$ cat src/design/bpa_ram.sv
module bpa_ram #(
    parameter int WIDTH = 8,
    parameter int DEPTH = 16
) (
    input  logic                     clk,
    input  logic                     wr_en,
    input  logic [$clog2(DEPTH)-1:0] wr_addr,
    input  logic [WIDTH-1:0]         wr_data,
    input  logic [$clog2(DEPTH)-1:0] rd_addr,
    output logic [WIDTH-1:0]         rd_data
);

    logic [WIDTH-1:0] mem [DEPTH];
    logic [WIDTH-1:0] rd_data_reg;

    always_ff @(posedge clk)
    begin
        if (wr_en)
        begin
            mem[wr_addr] <= wr_data;
        end
        rd_data_reg <= mem[rd_addr];
    end

    assign rd_data = rd_data_reg;

endmodule

$ cat config.mk
export PLATFORM = sky130hd
export DESIGN_NAME = bpa_ram
export DESIGN_NICKNAME = d
export VERILOG_FILES = /design/src/design/bpa_ram.sv
export SDC_FILE = /design/constraint.sdc
export NUM_CORES = 1
export LEC_CHECK = 0
export BUFFER_PORTS_ARGS = -buffer_cell sky130_fd_sc_hd__buf_2
export CAP_MARGIN = 20
export CORE_MARGIN = 4
export CORE_UTILIZATION = 35
export DETAILED_ROUTE_END_ITERATION = 8
export GPL_TIMING_DRIVEN = 0
export PLACE_DENSITY = 0.59
export SYNTH_ARGS = -nofsm -noshare
export SYNTH_HDL_FRONTEND = slang
export SYNTH_SLANG_ARGS = --single-unit
$ cat constraint.sdc
create_clock -name clk -period 1.44 [get_ports clk]
set_input_delay 0.072 -clock clk [delete_from_list [all_inputs] [get_ports clk]]
set_output_delay 0.072 -clock clk [all_outputs]
set_load 0.01 [all_outputs]
==> impl_results.md <==
- Syn nets: 247
- Most frequent cells in the layout: edfxtp_1, buf_2, mux4_2, clkbuf_16
- Critical path's top delay family: multiplexers
- Drt wl/cell: 21.9 um
- Setup CP Type: reg2reg
- Area of the die: 16700 um2
- Number of max-cap violations: 0
- Synth area leaders: edfxtp_1, mux4_2, mux4_1
- DRC Markers: 0
- Avg Inst Size Synth: 22.5 um2
- Largest net degree at the start of global routing: 17
- Post-synthesis cell area: 5150 um2
- WP data required: 1720 ps
- Synth unique cells: 19
- Final Net Count: 293
- Slowest stage cell, crit path: mux4_2
- CTS Sinks: 136
- First-pass DRT Iterations: 4
- HP Class: in2reg
- Post-layout min period: 1400 ps
- Initial DRC Count: 226
- Rel. slew slack: 0.423
- CP max FO: 1
- # IOs: 26
- Design Power: 8.71 mW
- Worst Tran Pin Value: 862 ps
- First-pass GRT wire length: 15100 um
- N_diodes: 0
- Number of warnings issued by yosys: 0
- Setup Skew: 5.25 ps
- Share of cells above drive strength 1: 0.314
- I/O Buffers: 24
- Unrepaired setup endpoints after global routing: false
- Width of the chip: 129 um
- Hold Fails Final Rpt: 0
- Non-Filler Instances: 471
- Period utilization: 0.975
- P_leak: 2.01 nW
- WP buf/inv: 0
- Total GRT Usage: 0.132
- Post-synth top area share: 0.747
- RR Startpoint: mem[2][7]$_DFFE_PP_
- Area post-placement: 5520 um2
- Max reg flops: 128
- PD cells: 1430 nW/um2
- Antenna Nets Post-Route: 0
- Critical Path Max Stage Delay: 480 ps
- Vias in the first global route: 2476
- Highest clock rate: 0.712 GHz
- Setup violators final: 0
- Commonest non-fill, non-tap cell in the layout: edfxtp_1
- Post-DP HPWL: 6740 um
- Clock Latency Late Sink: 400 ps
- Hold Path Origin: wr_data[5]
- Reg clk slew, reported paths: 60 ps
- Worst setup EP type: register
- Register area share after synthesis: 0.778
- Final Cell Area: 6070 um2
- FP Rows: 44
- Synthesized flop and latch total: 136
- Status: finished, final reports clean
- Grt ovf: 0
- CTS Buffer Depth: 2
- Final Max Slew Viols: 0
- Worst path arrival time: 1690 ps
- Area grow syn2layout: 18.0%
- Starting Density: 0.356
- H-tree level count: 4
- Worst hold slack: 70.6 ps
- Final worst slack: 35.9 ps
- Mapped Cells: 229
- Dpl cells: 440
- CTS tree: yes
- Initial antenna violation count: 0
- Crit start category: register
- CTS buffer count: 17
- Total routed wirelength: 10300 um
- Worst vdd ir: 0.000877 V
- # fillers: 1258
- Core area: 14500 um2
- Routed vias/inst: 5.10
- Crit path cell chain: mux4_2, a22oi_2, nand2_1
- Post-synth top area cell: edfxtp_1
- Die Ht: 129 um
- Crit path from: mem[2][7]$_DFFE_PP_
- Dpl ws: -342 ps
- Routability cong.: 0.771
- Via count: 2404
- CTS Root Cell: clkbuf_16
-- cell usage after synthesis (all sizes together) --
library cell,count
or3b,1
nand2b,2
edfxtp,128
and2,1
nand2,9
clkdlybuf4s25,3
nor3,4
nor2b,1
a22oi,16
nand3b,2
dfxtp,8
nand3,1
buf,7
and2b,1
nor2,13
mux4,32
-- cell type report --
type,count,area (um2),share of cell area
flip-flops and latches,136,4000,0.659
clock buffers,21,440,0.0725
multi-input cells,83,1090,0.180
repair buffers,27,140,0.0231
well taps,184,230,0.0379
clock inverters,10,81.3,0.0134
plain buffers,10,86.3,0.0142
-- cells by family after synthesis --
logic type	synth area share
DFF	0.778
and+or+nand+nor	0.0318
muxes	0.150
AOI/OAI and AO/OA	0.0233
buffers and inverters	0.0168
-- power by group --
part | leakage [nW] | switching (mW) | internal, mW
sequential | 1.22 | 0.0202 | 4.43
clock | 0.252 | 1.47 | 2.34
combinational | 0.530 | 0.272 | 0.183
-- layer usage --
layer | routed length (um) | vias to the layer above | GRT usage
li1 | - | 1060 | -
met1 | 4530 | 1260 | 0.177
met2 | 5000 | 80 | 0.203
met3 | 693 | 4 | 0.0462
met4 | 82 | 0 | 0.0426
met5 | 0 | - | 0
-- worst reg2reg max path, stage by stage, from the launching register on --
cell	delay, ps
edfxtp_1	370
mux4_2	480
a22oi_2	340
nand2_1	100
-- stage by stage --
stage	setup TNS (ps)	util
after floorplan	0	-
after global placement	-24470	0.380
after detailed placement	-14950	0.381
after CTS	0	0.419
after global routing	0	0.419
final	0	0.419
-- final timing paths --
| check | depth (start not counted) | end | slack (ps) |
|---|---|---|---|
| worst max-delay path | 3 | rd_data[7]$_DFF_P_ | 40 |
| worst min-delay path | 1 | mem[15][5]$_DFFE_PP_ | 70 |
| worst max register to register | 3 | rd_data[7]$_DFF_P_ | 40 |
| worst min register to register | 3 | rd_data[1]$_DFF_P_ | 680 |
-- timing repair --
item / 4_1_cts / 5_1_grt
pin swaps: 1 / 3
buffers inserted: 0 / 0
hold buffers: 0 / 0
resized for setup: 3 / 5
endpoints found under the setup margin: 3 / 6
(Power assumes the default switching activity.)
